<file path="config.mk">
export PLATFORM = sky130hd
export DESIGN_NAME = stereo_volume_button_gain_flat
export DESIGN_NICKNAME = d
export VERILOG_FILES = /design/src/design/svbg_pkg.sv /design/src/design/svbg_ifs.sv /design/src/design/stereo_volume_button_gain.sv /design/src/flat_wrapper.sv
export SDC_FILE = /design/constraint.sdc
export NUM_CORES = 2
export LEC_CHECK = 0
export BUFFER_PORTS_ARGS = -buffer_cell sky130_fd_sc_hd__buf_2
export CORE_AREA = 4 4 272 274
export CTS_CLUSTER_DIAMETER = 120
export CTS_CLUSTER_SIZE = 30
export DETAILED_ROUTE_END_ITERATION = 12
export DIE_AREA = 0 0 276 278
export GPL_ROUTABILITY_DRIVEN = 0
export GPL_TIMING_DRIVEN = 0
export SETUP_SLACK_MARGIN = 0.2
export SLEW_MARGIN = 5
export SYNTH_ARGS = -nofsm -noshare
export SYNTH_HDL_FRONTEND = slang
export SYNTH_SLANG_ARGS = --single-unit
</file>
<file path="constraint.sdc">
create_clock -name clk -period 14.5 [get_ports clk]
set_clock_uncertainty 0.2 [all_clocks]
set_input_delay 1.45 -clock clk [delete_from_list [all_inputs] [get_ports clk]]
set_output_delay 1.45 -clock clk [all_outputs]
set_load 0.05 [all_outputs]
</file>
<file path="src/design/svbg_pkg.sv">
package svbg_pkg;

	localparam int unsigned LEVEL_W = 7;
	localparam int unsigned SET_W   = 8;
	localparam int unsigned GAIN_W  = 32;
	localparam int unsigned RANGE_W = 7;
	localparam int unsigned PROD_W  = 2 * LEVEL_W;
	localparam int unsigned CIDX_W  = 2;

	localparam logic [LEVEL_W-1:0] LEVEL_FULL = LEVEL_W'(100);
	localparam logic [LEVEL_W-1:0] LEVEL_STEP = LEVEL_W'(5);

	// floor(x / 100) == (x * 5243) >> 19 for every x below 43699
	localparam int unsigned        RECIP_W     = 13;
	localparam logic [RECIP_W-1:0] RECIP_100   = RECIP_W'(5243);
	localparam int unsigned        RECIP_SHIFT = 19;
	localparam int unsigned        QPROD_W     = PROD_W + RECIP_W;

	typedef enum logic [1:0] {
		MODE_SET  = 2'd0,
		MODE_MUTE = 2'd1,
		MODE_UP   = 2'd2,
		MODE_DOWN = 2'd3
	} mode_t;

	typedef enum logic [CIDX_W-1:0] {
		REG_RANGE     = 2'd0,
		REG_GAIN_MIN  = 2'd1,
		REG_GAIN_MAX  = 2'd2,
		REG_CLAMP_EN  = 2'd3
	} reg_idx_t;

	localparam logic [RANGE_W-1:0] RANGE_RESET    = RANGE_W'(100);
	localparam logic [GAIN_W-1:0]  GAIN_MIN_RESET = 32'h0000_0000;
	localparam logic [GAIN_W-1:0]  GAIN_MAX_RESET = 32'h7fff_ffff;

	// Full scale times 2^(-k/4), about 0, 1.5, 3 and 4.5 dB below full scale, fractions cut off
	localparam logic [GAIN_W-1:0] GAIN_TABLE [4] = '{
		32'h7fff_ffff,
		32'd1805811300,
		32'd1518500249,
		32'd1276901416
	};

endpackage

</file>
<file path="src/design/svbg_ifs.sv">
interface svbg_evt_if;
	logic                               valid;
	logic                               ready;
	svbg_pkg::mode_t                    mode;
	logic [svbg_pkg::SET_W-1:0]         set_left;
	logic [svbg_pkg::SET_W-1:0]         set_right;

	modport source (output valid, mode, set_left, set_right, input ready);
	modport sink   (input valid, mode, set_left, set_right, output ready);
endinterface

interface svbg_res_if;
	logic                               valid;
	logic                               ready;
	logic [svbg_pkg::LEVEL_W-1:0]       left_level;
	logic [svbg_pkg::LEVEL_W-1:0]       right_level;
	logic signed [svbg_pkg::GAIN_W-1:0] left_gain;
	logic signed [svbg_pkg::GAIN_W-1:0] right_gain;
	logic                               mute_held;

	modport source (output valid, left_level, right_level, left_gain, right_gain, mute_held,
		input ready);
	modport sink   (input valid, left_level, right_level, left_gain, right_gain, mute_held,
		output ready);
endinterface

interface svbg_cfg_if;
	logic                               valid;
	logic                               ready;
	svbg_pkg::reg_idx_t                 index;
	logic [svbg_pkg::GAIN_W-1:0]        data;

	modport source (output valid, index, data, input ready);
	modport sink   (input valid, index, data, output ready);
endinterface

</file>
<file path="src/design/stereo_volume_button_gain.sv">
// Stereo volume block driven by button events (set, mute toggle, up, down). Each accepted
// event word on evt gives exactly one result word on res with both levels, both linear
// gains and the mute flag. One event can be accepted every clock cycle unless res stalls.
// The four-stage datapath (level update, 100 minus level times range, divide by 100 by
// reciprocal multiply, table lookup with shift and clamp) moves as one: while a finished
// result waits on res, every stage holds and evt.ready is low. Registers on cfg are always
// taken at once and should be written only while no event is in flight.
module stereo_volume_button_gain (
	input  logic       clk,
	input  logic       arst_n,
	svbg_evt_if.sink   evt,
	svbg_res_if.source res,
	svbg_cfg_if.sink   cfg
);

	localparam int unsigned LW = svbg_pkg::LEVEL_W;
	localparam int unsigned PW = svbg_pkg::PROD_W;
	localparam int unsigned GW = svbg_pkg::GAIN_W;

	// configuration
	logic [svbg_pkg::RANGE_W-1:0] range_q;
	logic signed [GW-1:0]         gain_min_q;
	logic signed [GW-1:0]         gain_max_q;
	logic                         clamp_en_q;

	assign cfg.ready = 1'b1;

	always_ff @(posedge clk or negedge arst_n) begin
		if (!arst_n) begin
			range_q    <= svbg_pkg::RANGE_RESET;
			gain_min_q <= svbg_pkg::GAIN_MIN_RESET;
			gain_max_q <= svbg_pkg::GAIN_MAX_RESET;
			clamp_en_q <= 1'b1;
		end else if (cfg.valid) begin
			case (cfg.index)
				svbg_pkg::REG_RANGE:    range_q    <= cfg.data[svbg_pkg::RANGE_W-1:0];
				svbg_pkg::REG_GAIN_MIN: gain_min_q <= cfg.data;
				svbg_pkg::REG_GAIN_MAX: gain_max_q <= cfg.data;
				svbg_pkg::REG_CLAMP_EN: clamp_en_q <= cfg.data[0];
				default: ;
			endcase
		end
	end

	// pipeline advance: all stages move together unless the result word is stalled
	logic advance;
	logic accept;

	assign advance   = !res.valid || res.ready;
	assign evt.ready = advance;
	assign accept    = evt.valid && advance;

	// level state
	logic [LW-1:0]  left_q, right_q;
	logic [15:0]    saved_q;
	logic [LW-1:0]  left_d, right_d;
	logic [15:0]    saved_d;
	logic [LW-1:0]  left_rest, right_rest;

	function automatic logic [LW-1:0] sat_set(input logic [svbg_pkg::SET_W-1:0] v);
		sat_set = (v > svbg_pkg::SET_W'(svbg_pkg::LEVEL_FULL)) ?
			svbg_pkg::LEVEL_FULL : v[LW-1:0];
	endfunction

	function automatic logic [LW-1:0] step_up(input logic [LW-1:0] v);
		logic [LW:0] s;
		s = {1'b0, v} + {1'b0, svbg_pkg::LEVEL_STEP};
		step_up = (s > {1'b0, svbg_pkg::LEVEL_FULL}) ? svbg_pkg::LEVEL_FULL : s[LW-1:0];
	endfunction

	function automatic logic [LW-1:0] step_down(input logic [LW-1:0] v);
		step_down = (v < svbg_pkg::LEVEL_STEP) ? '0 : v - svbg_pkg::LEVEL_STEP;
	endfunction

	assign left_rest  = sat_set(saved_q[7:0]);
	assign right_rest = sat_set(saved_q[15:8]);

	always_comb begin
		left_d  = left_q;
		right_d = right_q;
		saved_d = saved_q;
		case (evt.mode)
			svbg_pkg::MODE_SET: begin
				left_d  = sat_set(evt.set_left);
				right_d = sat_set(evt.set_right);
			end
			svbg_pkg::MODE_MUTE: begin
				if (saved_q != 16'd0) begin
					left_d  = left_rest;
					right_d = right_rest;
					saved_d = 16'd0;
				end else begin
					saved_d = {1'b0, right_q, 1'b0, left_q};
					left_d  = '0;
					right_d = '0;
				end
			end
			svbg_pkg::MODE_UP: begin
				left_d  = step_up(left_q);
				right_d = step_up(right_q);
			end
			svbg_pkg::MODE_DOWN: begin
				left_d  = step_down(left_q);
				right_d = step_down(right_q);
			end
			default: ;
		endcase
	end

	always_ff @(posedge clk or negedge arst_n) begin
		if (!arst_n) begin
			left_q  <= '0;
			right_q <= '0;
			saved_q <= '0;
		end else if (accept) begin
			left_q  <= left_d;
			right_q <= right_d;
			saved_q <= saved_d;
		end
	end

	// stage valids
	logic valid_s1, valid_s2, valid_s3, res_valid_q;

	always_ff @(posedge clk or negedge arst_n) begin
		if (!arst_n) begin
			valid_s1    <= 1'b0;
			valid_s2    <= 1'b0;
			valid_s3    <= 1'b0;
			res_valid_q <= 1'b0;
		end else if (advance) begin
			valid_s1    <= accept;
			valid_s2    <= valid_s1;
			valid_s3    <= valid_s2;
			res_valid_q <= valid_s3;
		end
	end

	// payload stages
	logic [LW-1:0]                  left_s1, right_s1, left_s2, right_s2, left_s3, right_s3;
	logic                           held_s1, held_s2, held_s3;
	logic [PW-1:0]                  lprod_s2, rprod_s2;
	logic [svbg_pkg::RANGE_W-1:0]   latt_s3, ratt_s3;
	logic [svbg_pkg::QPROD_W-1:0]   lq, rq;

	assign lq = svbg_pkg::QPROD_W'(lprod_s2) * svbg_pkg::QPROD_W'(svbg_pkg::RECIP_100);
	assign rq = svbg_pkg::QPROD_W'(rprod_s2) * svbg_pkg::QPROD_W'(svbg_pkg::RECIP_100);

	function automatic logic signed [GW-1:0] gain_of(input logic [svbg_pkg::RANGE_W-1:0] a,
		input logic [svbg_pkg::RANGE_W-1:0] rng, input logic en,
		input logic signed [GW-1:0] gmin, input logic signed [GW-1:0] gmax);
		logic signed [GW-1:0] g;
		g = (a >= rng) ? '0 : $signed(svbg_pkg::GAIN_TABLE[a[1:0]] >> a[6:2]);
		if (en) begin
			if (g > gmax)
				g = gmax;
			else if (g < gmin)
				g = gmin;
		end
		gain_of = g;
	endfunction

	logic [LW-1:0]        res_left_q, res_right_q;
	logic signed [GW-1:0] res_lgain_q, res_rgain_q;
	logic                 res_held_q;

	always_ff @(posedge clk) begin
		if (advance) begin
			left_s1  <= left_d;
			right_s1 <= right_d;
			held_s1  <= (saved_d != 16'd0);

			left_s2  <= left_s1;
			right_s2 <= right_s1;
			held_s2  <= held_s1;
			lprod_s2 <= PW'(svbg_pkg::LEVEL_FULL - left_s1) * PW'(range_q);
			rprod_s2 <= PW'(svbg_pkg::LEVEL_FULL - right_s1) * PW'(range_q);

			left_s3  <= left_s2;
			right_s3 <= right_s2;
			held_s3  <= held_s2;
			latt_s3  <= lq[svbg_pkg::RECIP_SHIFT +: svbg_pkg::RANGE_W];
			ratt_s3  <= rq[svbg_pkg::RECIP_SHIFT +: svbg_pkg::RANGE_W];

			res_left_q  <= left_s3;
			res_right_q <= right_s3;
			res_held_q  <= held_s3;
			res_lgain_q <= gain_of(latt_s3, range_q, clamp_en_q, gain_min_q, gain_max_q);
			res_rgain_q <= gain_of(ratt_s3, range_q, clamp_en_q, gain_min_q, gain_max_q);
		end
	end

	assign res.valid       = res_valid_q;
	assign res.left_level  = res_left_q;
	assign res.right_level = res_right_q;
	assign res.left_gain   = res_lgain_q;
	assign res.right_gain  = res_rgain_q;
	assign res.mute_held   = res_held_q;

endmodule
</file>
<file path="src/flat_wrapper.sv">
// flat-port wrapper written by rule: the top's interface ports become plain ports
module stereo_volume_button_gain_flat 
  (clk, arst_n, evt_valid, evt_mode, evt_set_left, evt_set_right, evt_ready, res_valid, res_left_level, res_right_level, res_left_gain, res_right_gain, res_mute_held, res_ready, cfg_valid, cfg_index, cfg_data, cfg_ready);
  svbg_evt_if evt_i ();
  svbg_res_if res_i ();
  svbg_cfg_if cfg_i ();
  input  logic clk;
  input  logic arst_n;
  input wire logic [$bits(evt_i.valid)-1:0] evt_valid;
  input wire logic [$bits(evt_i.mode)-1:0] evt_mode;
  input wire logic [$bits(evt_i.set_left)-1:0] evt_set_left;
  input wire logic [$bits(evt_i.set_right)-1:0] evt_set_right;
  output wire logic [$bits(evt_i.ready)-1:0] evt_ready;
  output wire logic [$bits(res_i.valid)-1:0] res_valid;
  output wire logic [$bits(res_i.left_level)-1:0] res_left_level;
  output wire logic [$bits(res_i.right_level)-1:0] res_right_level;
  output wire logic [$bits(res_i.left_gain)-1:0] res_left_gain;
  output wire logic [$bits(res_i.right_gain)-1:0] res_right_gain;
  output wire logic [$bits(res_i.mute_held)-1:0] res_mute_held;
  input wire logic [$bits(res_i.ready)-1:0] res_ready;
  input wire logic [$bits(cfg_i.valid)-1:0] cfg_valid;
  input wire logic [$bits(cfg_i.index)-1:0] cfg_index;
  input wire logic [$bits(cfg_i.data)-1:0] cfg_data;
  output wire logic [$bits(cfg_i.ready)-1:0] cfg_ready;
  assign evt_i.valid = evt_valid;
  assign evt_i.mode = evt_mode;
  assign evt_i.set_left = evt_set_left;
  assign evt_i.set_right = evt_set_right;
  assign evt_ready = evt_i.ready;
  assign res_valid = res_i.valid;
  assign res_left_level = res_i.left_level;
  assign res_right_level = res_i.right_level;
  assign res_left_gain = res_i.left_gain;
  assign res_right_gain = res_i.right_gain;
  assign res_mute_held = res_i.mute_held;
  assign res_i.ready = res_ready;
  assign cfg_i.valid = cfg_valid;
  assign cfg_i.index = cfg_index;
  assign cfg_i.data = cfg_data;
  assign cfg_ready = cfg_i.ready;
  stereo_volume_button_gain u_core (.clk(clk), .arst_n(arst_n), .evt(evt_i), .res(res_i), .cfg(cfg_i));
endmodule
</file>
Word level (Yosys, flattened, before mapping)
Index checks and enable logic that the tools add are counted.
{"block": "classes", "muxes": 28, "n_lt_le_gt_ge": 16, "shifts": 2, "n_div": 0, "mul": 4, "eq_ne": 6, "bitwise_logic": 2, "reduce_logical": 11, "add_sub_neg": 6}
{"operator": "two-way mux 32 bit", "count": 12}
{"operator": "binary-select mux 32 bit (select 2 bit)", "count": 2}
{"operator": "two-way mux 7 bit", "count": 10}
{"operator": "> comparator 32 bit", "count": 2}
{"operator": "< comparator 32 bit", "count": 2}
{"operator": "right shift 32 x 5 -> 32 bit", "count": 2}
{"operator": "one-hot mux 7 bit (4 select lines)", "count": 2}
{"operator": "multiplier 14 x 13 -> 26 bit, second input constant", "count": 2}
{"operator": "> comparator 8 x 7 -> 1 bit, second input constant", "count": 6}
{"operator": "nonzero test 16 bit", "count": 2}
{"operator": "multiplier 14 x 7 -> 14 bit", "count": 2}
{"operator": "adder 7 x 3 -> 8 bit, second input constant", "count": 2}
{"operator": "two-way mux 16 bit", "count": 1}
{"operator": "subtractor 7 x 7 -> 8 bit, first input constant", "count": 2}
{"operator": "two-way mux 15 bit", "count": 1}
{"operator": ">= comparator 7 bit", "count": 2}
{"operator": "< comparator 7 x 3 -> 1 bit, second input constant", "count": 2}
{"operator": "subtractor 7 x 3 -> 7 bit, second input constant", "count": 2}
{"operator": "== test 2 bit, second input constant", "count": 4}
{"operator": "AND reduction 2 bit", "count": 4}
{"operator": ">= comparator 3 bit, second input constant", "count": 2}
{"operator": "NOT 2 -> 3 bit", "count": 2}
{"operator": "== test 2 x 1 -> 1 bit, second input constant", "count": 2}
{"operator": "zero test 2 bit", "count": 2}
{"operator": "other kinds (3)", "count": 3}
{"block": "totals", "memories": 0, "romBits": 0, "out_inout_bits": 82, "latch_bits": 0, "reg_bits": 272, "mem_bits_rw": 0, "elab_cells": 104, "input_bits": 57}

Depth between registers and ports, before layout
{"block": "logic_depth", "depth_word": 10, "mapped_depth": 25, "ltp_nobuf": 22}

Worst setup path before layout
OpenSTA, ideal clock, no wires.
{"block": "synth_path", "path_type": "input-to-reg", "startpoint": "input port res_ready", "endpoint": "register u_core.right_q[1]", "path_buffers": 2, "required_time_ns": 14.175, "arrival_time_ns": 8.589, "cell_stages": 5, "setup_slack_ns": 5.586, "path_cell_list": "nand2b_1 -> clkbuf_1 -> nand2_1 -> clkbuf_1 -> mux2_2"}
{"block": "synth_via", "elab_chain_cells": 2}
{"item": "start, declared", "line": "flat_wrapper.sv:20", "rtl": "input wire logic [$bits(res_i.ready)-1:0] res_ready;"}
{"item": "logical OR 1 bit", "line": "stereo_volume_button_gain.sv:49", "rtl": "assign advance = !res.valid || res.ready;"}
{"item": "via evt_ready", "line": "flat_wrapper.sv:13", "rtl": "output wire logic [$bits(evt_i.ready)-1:0] evt_ready;"}
{"item": "logical AND 1 bit", "line": "stereo_volume_button_gain.sv:51", "rtl": "assign accept = evt.valid && advance;"}
{"item": "end signal, assigned", "line": "stereo_volume_button_gain.sv:117", "rtl": "right_q <= right_d;"}
{"item": "end, declared", "line": "stereo_volume_button_gain.sv:54", "rtl": "logic [LW-1:0] left_q, right_q;"}
The timed path passes the listed nets, and every way through them passes these cells.
A chain may end at the register's enable or synchronous reset.

Final worst setup path
{"block": "layout_path", "startpoint": "register u_core.latt_s3[1] (netlist bit)", "endpoint": "register u_core.res_lgain_q[27] (netlist: u_core.res.left_gain[27]) (data pin)"}
{"block": "layout_via", "elab_chain_cells": 10, "word_cells_on_any_way": 12, "cone_classes": "3 x order compare; 1 x shift; 7 x mux; 1 x bitwise"}
{"item": "start, declared", "line": "stereo_volume_button_gain.sv:143", "rtl": "logic [svbg_pkg::RANGE_W-1:0] latt_s3, ratt_s3;"}
{"item": "start signal, assigned", "line": "stereo_volume_button_gain.sv:182", "rtl": "latt_s3 <= lq[svbg_pkg::RECIP_SHIFT +: svbg_pkg::RANGE_W];"}
{"item": "NOT 2 -> 3 bit (not written as such)", "line": "stereo_volume_button_gain.sv:153", "rtl": "g = (a >= rng) ? '0 : $signed(svbg_pkg::GAIN_TABLE[a[1:0]] >> a[6:2]);"}
{"item": "binary-select mux 32 bit (select 2 bit)", "line": "stereo_volume_button_gain.sv:153"}
{"item": "two-way mux 32 bit (not written as such) (2 in series)", "line": "stereo_volume_button_gain.sv:153"}
{"item": "right shift 32 x 5 -> 32 bit", "line": "stereo_volume_button_gain.sv:153"}
{"item": "two-way mux 32 bit (*)", "line": "stereo_volume_button_gain.sv:153"}
{"item": "< comparator 32 bit", "line": "stereo_volume_button_gain.sv:157", "rtl": "else if (g < gmin)"}
{"item": "two-way mux 32 bit", "line": "stereo_volume_button_gain.sv:157"}
{"item": "two-way mux 32 bit", "line": "stereo_volume_button_gain.sv:155", "rtl": "if (g > gmax)"}
{"item": "two-way mux 32 bit (*)", "line": "stereo_volume_button_gain.sv:154", "rtl": "if (en) begin"}
{"item": "end signal, assigned", "line": "stereo_volume_button_gain.sv:188", "rtl": "res_lgain_q <= gain_of(latt_s3, range_q, clamp_en_q, gain_min_q, gain_max_q);"}
{"item": "end, declared", "line": "stereo_volume_button_gain.sv:164", "rtl": "logic signed [GW-1:0] res_lgain_q, res_rgain_q;"}
Mark *: on every way between the ends. The rest lies on a longest branch, timed or not. The select of a mux whose other input is x is not followed.

==> metrics <==
top_reg_cell synth=edfxtp_1; minimum clock period=7.69 ns; vias per cell=5.55; Yosys cell types=96; core area=71400 µm²; Worst path slowest cell=o31ai_1; FFs w/ async S/R, synth=0.390; max-cap violations=0; Final Slew Violations=0; clock sinks=272; area grow syn2layout=9.05%; final hold viol count=0; #FFs+latches synth=272; die height=278 µm; die area=76700 µm²; Sum Neg Setup Slack=0 ns; hold-fix buffers at CTS=0; Final setup viols=0; vias in the first global route=22.2k; total number of vias=22.6k; Post-synth EDFFs=166; total track usage=0.209; Req. time, crit path=14.64 ns; clock latency at the later pin of the worst-skew pair=0.57 ns; max frequency=0.130 GHz; pin count of the biggest net entering global routing=78; Post-Syn Nets=3599; DR WL/cell=20.1 µm; Reg2Reg Depth=20; worst hold path class=register to register; max incr delay on CP=1.01 ns; clk buf depth=3; WP buf/inv=3; sequential area share after synthesis=0.271; CP max FO=10; IO Pins=139; Avg Cell Area, Syn=9.60 µm²; input/output buffers=137; die extent in x=276 µm; routed wire length=81.9 mm; Post-synth top cells=inv_1 (495), ha_1 (382), fa_1 (204); first-pass GRT wire length=128 mm; setup bufs post-CTS=0; RSZ-0062 raised after global routing=no; share of cells above drive strength 1=0.113; CP Capture Type=register; Hold Crit Depth=0; # resized after CTS=0; total congestion overflow=0; initial DRC count=2357; Crit path max-delay family=compound AO/OA/AOI/OAI gates; top cells by area, synth=edfxtp_1 (18%), ha_1 (17%), fa_1 (14%); fin crit share=0.530; top cell type's share of synthesized area=0.176; Post-Syn Area=28400 µm²; Slew HR=0.180; Detail Placement HPWL=66.7 mm; Initial Utilization=0.398; H-Tree Level Count=1; CTS tree=built; cell taking the most area after synthesis=edfxtp_1; Crit Path Class=register to register; WP depth=20; CTS buffer count=16; CP Cell Sequence=clkbuf_1 -> inv_1 -> ha_1 -> mux4_2 -> mux2_2 -> nor2_1 -> a21oi_1 -> a221oi_1 -> ha_1 -> and4_1 -> a21oi_1 -> a21oi_1 -> a211o_1 -> a2bb2oi_1 -> o211ai_1 -> ha_1 -> inv_1 -> o31ai_1 -> nand4_1 -> o221ai_1; outcome=finished clean; CP arrival=7.83 ns; cell with the most instances after synthesis=inv_1; Reg clk slew, reported paths=0.12 ns; first-pass iteration count of the detailed router=9; drt drc=0; Antenna Nets Post-Route=0; startpoint types=register; FILL cells=6977; row count=98; cells after synthesis=2956; initial antenna violation count=3; number of nets in the layout=3758; Yosys warning count=0; Root Driver=clkbuf_16; slew at the pin with the worst max-slew slack=1.22 ns
## final timing paths
path                               startpoint                       end  slack, ns
min in group asynchronous              arst_n         u_core.range_q[4]       0.59
setup reg to reg            u_core.latt_s3[1]  u_core.res.left_gain[27]       6.81
hold reg to reg            u_core.right_s2[5]        u_core.right_s3[5]       0.19
setup / recovery            u_core.latt_s3[1]  u_core.res.left_gain[27]       6.81
hold / removal             u_core.right_s2[5]        u_core.right_s3[5]       0.19
max in group asynchronous              arst_n          u_core.left_q[3]      12.81
## registers in the layout (all words and copies together) (netlist names), 14 cells and up
register	count
u_core.lprod_s2	14
u_core.saved_q	16
u_core.rprod_s2	14
u_core.res.left_gain	32
u_core.res.right_gain	32
u_core.gain_min_q	32
u_core.gain_max_q	32
## layer usage
layer,vias to the layer above,wire length [µm],global-route usage
li1,10560,-,-
met1,10993,35200,0.287
met2,909,37600,0.343
met3,163,6510,0.0378
met4,4,2550,0.0533
met5,-,23,0
## final cells by class
type	instances	area, µm²	share of cell area
multi-input cells	2066	18400	0.593
flip-flops and latches	272	7680	0.248
inverters	503	1890	0.0610
well taps	950	1190	0.0384
repair buffers	141	802	0.0259
plain buffers	115	453	0.0146
clock buffers	18	408	0.0132
clock inverters	10	153	0.00493
diodes	2	5.00	0.000162
## cells in the final DEF, fill, tap and decap left out, types with 16 or more instances in the layout
cell	netlist	layout
nor3_1	50	50
a211o_1	19	19
fa_1	204	204
nand4_1	19	19
o21ai_0	121	121
a211oi_1	26	26
a31oi_1	16	16
inv_1	495	495
nand3_1	62	62
o221ai_1	21	21
nand2b_1	29	29
xnor2_1	57	57
a21o_1	34	34
dfrtp_1	71	71
o221a_2	20	20
mux2_2	93	93
nor4_1	19	19
ha_1	382	382
xor2_1	24	24
clkbuf_16	0	16
edfxtp_1	166	166
o211ai_1	29	29
nor2b_1	36	36
clkbuf_1	94	95
nor2_1	192	192
and2_1	61	61
nand2_1	184	184
dfstp_2	35	35
mux2i_1	28	28
buf_2	8	144
a21oi_1	118	118
## stage by stage
stage	area, µm²	cells	hold WS [ns]	utilization	setup slack, ns
finish	30900	4077	0.194	0.434	6.81
global route	30900	4075	0.205	0.433	6.62
CTS	30900	4075	0.196	0.433	7.08
detailed placement	30400	4047	0.205	0.426	7.16
global placement	30200	4043	0.203	0.424	2.45
floorplan	28400	2956	0.200	-	5.59
## kinds of logic (layout without fill, tap and decap cells)
kind of cell | count (synthesis) | count (layout) | share of synthesized area
flops | 272 | 272 | 0.271
other cells | 1 | 3 | 0.000132
compound gates | 556 | 556 | 0.135
fa+ha+maj | 587 | 587 | 0.313
simple gates | 714 | 714 | 0.122
xor+xnor | 81 | 81 | 0.0250
buf+inv | 618 | 787 | 0.0824
mux | 127 | 127 | 0.0515
Power is not shown: default switching activity piles up to over one toggle a cycle in this logic, so the estimate is an artifact.
